===== src/hw/rtl/bfsll_pkg.sv =====
// Shared constants, command and state types for the level-size search block.
package bfsll_pkg;

    localparam int MAX_NODES  = 4096;
    localparam int MAX_DEGREE = 15;
    localparam int NODE_W     = $clog2(MAX_NODES);
    localparam int CNT_W      = NODE_W + 1;
    localparam int DEG_W      = 4;
    localparam int ADJ_DEPTH  = MAX_NODES * MAX_DEGREE;
    localparam int ADJ_AW     = $clog2(ADJ_DEPTH);
    localparam int FIFO_DEPTH = 4;
    localparam int FIFO_AW    = $clog2(FIFO_DEPTH);

    localparam logic [1:0] MODE_DEG = 2'd0;
    localparam logic [1:0] MODE_ADJ = 2'd1;
    localparam logic [1:0] MODE_QRY = 2'd2;

    typedef enum logic [1:0] {
        CMD_DEG,
        CMD_ADJ,
        CMD_QRY
    } cmd_kind_t;

    typedef struct packed {
        cmd_kind_t           kind;
        logic [NODE_W-1:0]   node;
        logic [ADJ_AW-1:0]   addr;
        logic [NODE_W-1:0]   data;
    } cmd_t;

    typedef enum logic [3:0] {
        ST_CLR,
        ST_IDLE,
        ST_QDEG,
        ST_VCLR,
        ST_POP,
        ST_VFETCH,
        ST_VDEG,
        ST_ADJ,
        ST_VIS,
        ST_FIN
    } back_state_t;

endpackage


===== src/hw/rtl/bfsll_front.sv =====
// Input side: accepts transfers, classifies them and queues commands for the back end.
module bfsll_front (
    input  logic                              clk,
    input  logic                              rst_n,
    input  logic                              in_valid,
    output logic                              in_ready,
    input  logic [1:0]                        mode,
    input  logic [bfsll_pkg::NODE_W-1:0]      node,
    input  logic [3:0]                        slot,
    input  logic [bfsll_pkg::NODE_W-1:0]      neighbor,
    input  logic [bfsll_pkg::DEG_W-1:0]       degree,
    input  logic                              clearing,
    output logic                              cmd_valid,
    input  logic                              cmd_ready,
    output bfsll_pkg::cmd_t                   cmd
);

    bfsll_pkg::cmd_t fifo_reg [bfsll_pkg::FIFO_DEPTH];
    logic [bfsll_pkg::FIFO_AW-1:0] wr_ptr_reg, wr_ptr_next;
    logic [bfsll_pkg::FIFO_AW-1:0] rd_ptr_reg, rd_ptr_next;
    logic [bfsll_pkg::FIFO_AW:0]   count_reg, count_next;
    bfsll_pkg::cmd_t new_cmd;
    logic keep;
    logic push;
    logic pop;
    logic [bfsll_pkg::DEG_W-1:0] deg_sat;

    assign in_ready  = (count_reg != (bfsll_pkg::FIFO_AW+1)'(bfsll_pkg::FIFO_DEPTH)) && !clearing;
    assign cmd_valid = (count_reg != '0);
    assign cmd       = fifo_reg[rd_ptr_reg];

    always_comb
    begin
        deg_sat = (32'(degree) > bfsll_pkg::MAX_DEGREE)
                  ? bfsll_pkg::DEG_W'(bfsll_pkg::MAX_DEGREE) : degree;
        new_cmd.node = node;
        // node * 15 + slot
        new_cmd.addr = {node, 4'b0000} - {4'b0000, node}
                       + {{(bfsll_pkg::ADJ_AW-4){1'b0}}, slot};
        new_cmd.data = neighbor;
        new_cmd.kind = bfsll_pkg::CMD_QRY;
        keep = 1'b0;
        unique case (mode)
            bfsll_pkg::MODE_DEG:
            begin
                new_cmd.kind = bfsll_pkg::CMD_DEG;
                new_cmd.data = {{(bfsll_pkg::NODE_W-bfsll_pkg::DEG_W){1'b0}}, deg_sat};
                keep = 1'b1;
            end
            bfsll_pkg::MODE_ADJ:
            begin
                new_cmd.kind = bfsll_pkg::CMD_ADJ;
                keep = (32'(slot) < bfsll_pkg::MAX_DEGREE);
            end
            bfsll_pkg::MODE_QRY:
            begin
                new_cmd.kind = bfsll_pkg::CMD_QRY;
                keep = 1'b1;
            end
            default:
            begin
                keep = 1'b0;
            end
        endcase
    end

    assign push = in_valid && in_ready && keep;
    assign pop  = cmd_valid && cmd_ready;

    always_comb
    begin
        wr_ptr_next = push ? wr_ptr_reg + 1'b1 : wr_ptr_reg;
        rd_ptr_next = pop ? rd_ptr_reg + 1'b1 : rd_ptr_reg;
        count_next  = count_reg;
        if (push && !pop)
        begin
            count_next = count_reg + 1'b1;
        end
        else if (pop && !push)
        begin
            count_next = count_reg - 1'b1;
        end
    end

    always_ff @(posedge clk or negedge rst_n)
    begin
        if (!rst_n)
        begin
            wr_ptr_reg <= '0;
            rd_ptr_reg <= '0;
            count_reg  <= '0;
        end
        else
        begin
            wr_ptr_reg <= wr_ptr_next;
            rd_ptr_reg <= rd_ptr_next;
            count_reg  <= count_next;
        end
    end

    always_ff @(posedge clk)
    begin
        if (push)
        begin
            fifo_reg[wr_ptr_reg] <= new_cmd;
        end
    end

`ifndef SYNTHESIS
    a_no_overflow: assert property (@(posedge clk) disable iff (!rst_n)
        count_reg <= (bfsll_pkg::FIFO_AW+1)'(bfsll_pkg::FIFO_DEPTH))
        else $error("command queue overflow");
    a_count_track: assert property (@(posedge clk) disable iff (!rst_n)
        (push && !pop) |=> (count_reg == $past(count_reg) + 1'b1))
        else $error("queue count did not follow push");
    a_no_pop_empty: assert property (@(posedge clk) disable iff (!rst_n)
        cmd_ready && (count_reg == '0) |=> (rd_ptr_reg == $past(rd_ptr_reg)))
        else $error("pop from empty queue");
`endif

endmodule


===== config.mk =====
export PLATFORM = sky130hd
export DESIGN_NAME = bfsll_front
export DESIGN_NICKNAME = d
export VERILOG_FILES = /design/src/hw/rtl/bfsll_pkg.sv /design/src/hw/rtl/bfsll_front.sv
export SDC_FILE = /design/constraint.sdc
export NUM_CORES = 1
export LEC_CHECK = 0
export BUFFER_PORTS_ARGS = -buffer_cell sky130_fd_sc_hd__buf_4
export CAP_MARGIN = 25
export CORE_AREA = 8 8 128 130
export DETAILED_ROUTE_END_ITERATION = 12
export DIE_AREA = 0 0 136 138
export PLACE_DENSITY = 0.73
export SETUP_SLACK_MARGIN = 0.1
export SLEW_MARGIN = 30
export SYNTH_ARGS = -nofsm -noshare
export SYNTH_HDL_FRONTEND = slang
export SYNTH_SLANG_ARGS = --single-unit

===== constraint.sdc =====
create_clock -name clk -period 2.32 [get_ports clk]
set_clock_uncertainty 0.1 [all_clocks]
set_input_delay 0.232 -clock clk [delete_from_list [all_inputs] [get_ports clk]]
set_output_delay 0.232 -clock clk [all_outputs]
set_load 0.1 [all_outputs]

# Yosys cells after proc, flatten, opt, wreduce, memory -nomap -nowiden
# Memory sizes are Yosys's and may differ from the RTL's.
# Cells that the tools add are included.
# word_totals
regBits	7
ram_bits	168
input_bits	39
output_inout_bits	44
memories	1
# mem_list
memory	words	word_bits	rd	rd_ports_with_merged_regs	write_ports	line_no	rtl
fifo_reg	4	42	1	0	1	bfsll_front.sv:18	bfsll_pkg::cmd_t fifo_reg [bfsll_pkg::FIFO_DEPTH];
# op_classes
addsub	6
magnitude_cmp	1
eq_ne	3
n_mux	7
reduce_logical	13
# ops
op	n
16-bit by 4-bit adder with 16-bit output	1
16-bit by 12-bit subtractor with 16-bit output	1
12-bit 2-to-1 mux	1
1-bit logical AND	6
3-bit 2-to-1 mux	2
2-bit by 1-bit adder with 2-bit output (second input constant)	2
4-bit < comparator (second input constant)	1
2-bit case mux with 2 select lines	1
3-bit by 1-bit adder with 3-bit output (second input constant)	1
1-bit zero test	3
3-bit inequality test (second input constant)	1
3-bit nonzero test	1
3-bit by 1-bit subtractor with 3-bit output (second input constant)	1
2-bit by 1-bit == test with 1-bit output (second input constant)	1
2-bit == test (second input constant)	1
2-bit zero test	1
1-bit 2-to-1 mux	2
1-bit case mux with 2 select lines	1
2-bit nonzero test	1
2-bit OR reduction	1

# Depth between registers and ports, before layout
# logic_depth
depth_word	8
mapped_depth	10
mapped_depth_nobuf	10

# Worst setup path before layout
# Ideal clock, no wire load.
# synth_path
kind	flip-flop to flip-flop
start	reg count_reg[0] (netlist name)
end	mem fifo_reg[0][0] (netlist name), enable pin
arrival_ns	3.572
setup_slack_ns	-1.755
stages_incl_launch_ff	6
cell_sequence	dfrtp_1 > nor2_1 > a21oi_1 > nand2_1 > a21oi_1 > and2_1
# synth_between
elab_chain_len	6
# synth_rtl
item	line_no	rtl
start: declaration	bfsll_front.sv:21	logic [bfsll_pkg::FIFO_AW:0] count_reg, count_next;
start signal: assignment	bfsll_front.sv:97	count_reg <= count_next;
3-bit inequality test	bfsll_front.sv:28	assign in_ready = (count_reg != (bfsll_pkg::FIFO_AW+1)'(bfsll_pkg::FIFO_DEPTH)) && !clearing;
1-bit logical AND	bfsll_front.sv:28	
named net in_ready	bfsll_front.sv:6	output logic in_ready,
1-bit logical AND (2 in series)	bfsll_front.sv:67	assign push = in_valid && in_ready && keep;
named net push	bfsll_front.sv:24	logic push;
1-bit 2-to-1 mux	bfsll_front.sv:103	if (push)
1-bit 2-to-1 mux (implied by the code)	bfsll_front.sv:105	fifo_reg[wr_ptr_reg] <= new_cmd;
end: declaration	bfsll_front.sv:18	
# The timed path passes the listed nets, and every way through them passes these cells.

==> results.md <==
Floorplanning:
- In this run the standard cell core region covers ~14000 µm².
- The die width is 136 µm.
- The die covers 18800 µm².
- The I/O pin count is 83.
- For this configuration, the core starts out at a cell density of 51.2%.
- The row count is 44.
- From bottom edge to top edge, the die measures 138 µm.

Synthesis:
- The cell count after synthesis came out at 395.
- The synthesized area per cell is roughly 19 µm².
- Sorting the synthesized cells by area gives the leading types as edfxtp_1 (69%), mux4_2 (13%), ha_1 (2.9%).
- In the synthesized netlist the dominant register cell turns out to be edfxtp_1.
- The synthesized design contains about 170 enable-type register cells.
- The top cell type by total area after synthesis is edfxtp_1.
- The share of the synthesized area in the top cell type is 68.8%.
- The number of distinct library cell variants in the gate-level netlist after synthesis is 42.
- The Yosys step of the flow raised 0 warnings.
- For this run, the register share of the synthesized area comes to 71.2%.
- The async set-reset flop share out of synthesis is roughly 4.0%.
- Synthesis inferred 175 register bits.
- The number of nets in the synthesized netlist is around 450.
- Summing every instance area after synthesis gives 7330 µm².

Clocking:
- The CTS tree is done.
- In this run, CTS created clock tree buffers numbering 17.
- The H-tree depth reported by CTS is 4.
- CTS placed an instance of clkbuf_16 at the clock tree root.
- The insertion delay to the later sink of the worst-skew pair is 0.42 ns.
- The total clock sinks is around 180.
- Clock-pin slew was measured on the worst setup and hold paths at 0.06 ns.
- No sink is reached through more buffers than the 2 on the longest clock path.

Critical path:
- Counting cells, the worst reg-to-reg path comes to 8.
- The slack of the worst reg-to-reg path is 0.22 ns.
- In this run the critical register-to-register path is captured at count_reg[2].
- The required time of the worst setup path is 1.99 ns.
- Counting both buffers and inverters, the worst setup path holds a total of 2.
- The startpoint identified for the worst register-to-register timing path is count_reg[0].
- STA classifies the critical path startpoint as a register.
- The signal on the critical path passes through buf_12 > mux4_2 > buf_4.
- The critical path is of the register to primary output type.
- At the worst endpoint, the arrival time is 1.90 ns.
- On the worst path, the slowest cell contributes a delay of 0.55 ns.
- The largest individual stage delay along the critical path comes from the cell mux4_2.
- Among cell families on the critical path, the largest total delay comes from multiplexers.
- The biggest fanout along the worst timing path is 15.
- STA classifies the critical path endpoint as a primary output.

Global routing:
- The number of global-route vias before repair was around 4300.
- Global routing consumed, over all layers together, 16.4% of the routing resources.
- The layer carrying the most global-route usage is met2.
- The initial antenna violation count is 0.
- Global routing used 27.5% of the available met2 tracks.
- The global-route wire length before repair is ~23000 µm.
- The global-route met3 utilization is 5.43%.
- For met1 alone, demand over resource in global routing was roughly a fifth.
- The total overflow left after global routing is 0.
- Entering global routing, the biggest net connects 31 pins.

Timing:
- For this run, the top clock speed supported by timing is 449 MHz.
- The final critical path time including I/O delays and setup is 2.23 ns.
- The final number of hold-violating endpoints is 0.
- Setup repair after global routing could not meet its margin everywhere.
- Headroom to the max-slew limit came out at 72.0%.
- At the pin with the least slew margin, the transition time is 0.420 ns.
- Setup violations remaining at the end of the flow were counted as 0.
- The count of pins over their slew limit is 0.
- The ratio of final minimum period to clock period is 96.0%.
- The worst path meets setup with 0.0917 ns of slack.

Power and ir drop:
- The worst-case vdd ir drop is 1.14 mV.
- In this run the static leakage power is between 3 and 4 nW.
- Dividing total power by cell area gives a power density of 1390 nW/µm².
- Overall power consumption after layout is estimated at 0.0130 W.

Place:
- The post-DP HPWL is between 10000 and 15000 µm.
- The count of port buffers added during placement is between 80 and 90.
- The congestion estimate from routability-driven global placement came to 0.845.
- The worst slack after detailed placement is -0.0974 ns.

Worst hold path:
- The end point of the most critical hold path is rd_ptr_reg[0].
- The hold path startpoint is cmd_ready.
- The class of the tightest hold or removal check is primary input to register.
- The number of instances on the worst hold path is 3.

Routing:
- The total iterations of the first detailed-routing run is 4.
- The iteration-0 DRC count of the detailed router is 223.
- The total routed wirelength is around 15000 µm.
- The via total after detailed routing is 4019.
- The detailed-route DRC error count is 0.
- The post-detailed-route wirelength per cell is 20.8 µm.
- Dividing the detail-routed via count by the number of cells gives 5.53.
- The remaining number of nets flagged by the antenna check after routing is 0.

Outcome:
- The flow ran to the end, and the final reports show no timing, DRC or antenna violations.

Final layout:
- The fill cell total of the finished layout is 990.
- The total number of nets in the final design is 588.
- Leaving out fill and tap cells, the most frequent cells in the layout are edfxtp_1 (168), buf_4 (101), mux4_2 (42).
- The share of post-route cells with drive strength above 1 is 38.7%.
- 0 antenna diodes ended up in the layout.
- From synthesis to final layout, the design area changed by 26.9%.
- Leaving out fill and tap cells, the most frequent cell in the layout is edfxtp_1.
- The utilization of the core after routing is 65.0%.
- The register with the most flip-flops in the layout has 168 of them.

Job:
- Max-cap violations in this run came to 0.
[area by class of cell]
cell class | instances | area (µm²) | share of cell area [%]
sequential | 175 | 5220 | 56.1
multi-input combinational | 184 | 2030 | 21.8
timing repair buffer | 131 | 1190 | 12.8
clock buffer | 17 | 425 | 4.57
tap | 184 | 230 | 2.47
clock inverter | 15 | 126 | 1.36
inverter | 21 | 78.8 | 0.847
[synthesized netlist by cell type, drive strengths merged, types with 2 or more instances]
master,number
a21oi,14
and2,5
buf,6
clkbuf,9
dfrtp,7
edfxtp,168
fa,2
ha,17
inv,21
mux2,6
mux4,42
nand2,15
nand2b,4
nand3,3
nand3b,2
nand4,2
nor2,15
nor2b,9
nor4,3
o2111ai,2
o21ai,8
o31ai,2
or3,2
or4,2
xnor2,12
xor2,3
[where the power goes]
part / switching [W] / total [W] / internal [W]
clock network: 0.00110 / 0.00265 / 0.00155
registers: 0.000190 / 0.00404 / 0.00385
logic: 0.00445 / 0.00626 / 0.00182
total: 0.00573 / 0.0130 / 0.00722
[cell families after synthesis]
family | after synthesis | synth area share (%)
buffers and inverters | 36 | 1.94
DFF | 175 | 71.2
and+or+nand+nor | 65 | 4.57
muxes | 49 | 14.0
adders and majority gates | 19 | 3.45
AOI/OAI and AO/OA | 36 | 3.12
xor gates and xnor gates | 15 | 1.79
[worst register-to-register path, stage by stage, from the launching register on]
cell and delay [ns]:
dfrtp_2 0.43, or3_4 0.41, nand2_2 0.12, ha_4 0.15
inv_2 0.04, fa_2 0.35, xor2_1 0.15, nor2_1 0.13
xor2_1 0.15
[worst max path at each step]
stage,startpoint,endpoint,slack [ns],cells after the start
finish,rd_ptr_reg[0],cmd[24],0.09,3
global route,rd_ptr_reg[0],cmd[1],0.01,3
CTS,rd_ptr_reg[0],cmd[29],0.04,3
detailed placement,node[0],fifo_reg[3][20],-0.1,9
global placement,node[0],fifo_reg[0][20],-0.01,9
floorplan,count_reg[0],count_reg[2],-0.22,10
[layer usage]
metal | up-vias | share of wire (%)
met3 | 10 | 7.1
met4 | 0 | 0.97
met5 | - | 0
met1 | 2043 | 41
li1 | 1840 | -
met2 | 126 | 51
[per-stage QoR]
step	instances	setup TNS, ns	hold slack [ns]	cell area (µm²)
after floorplan	395	-3.96	-0.164	7390
after global placement	679	-0.0464	-0.0500	8550
after detailed placement	679	-1.22	-0.0468	8550
after CTS	724	0	0.00243	9240
after global routing	727	0	0.00566	9310
final	727	0	0.0181	9310
[timing repair]
action,4_1_cts,5_1_grt
gates resized for setup,1,9
setup buffers,0,2
hold buffers,13,0
cloned,0,1
setup endpoints to repair,37,44
hold endpoints to repair,55,0
Note: power is estimated with default switching activity, not from simulation.
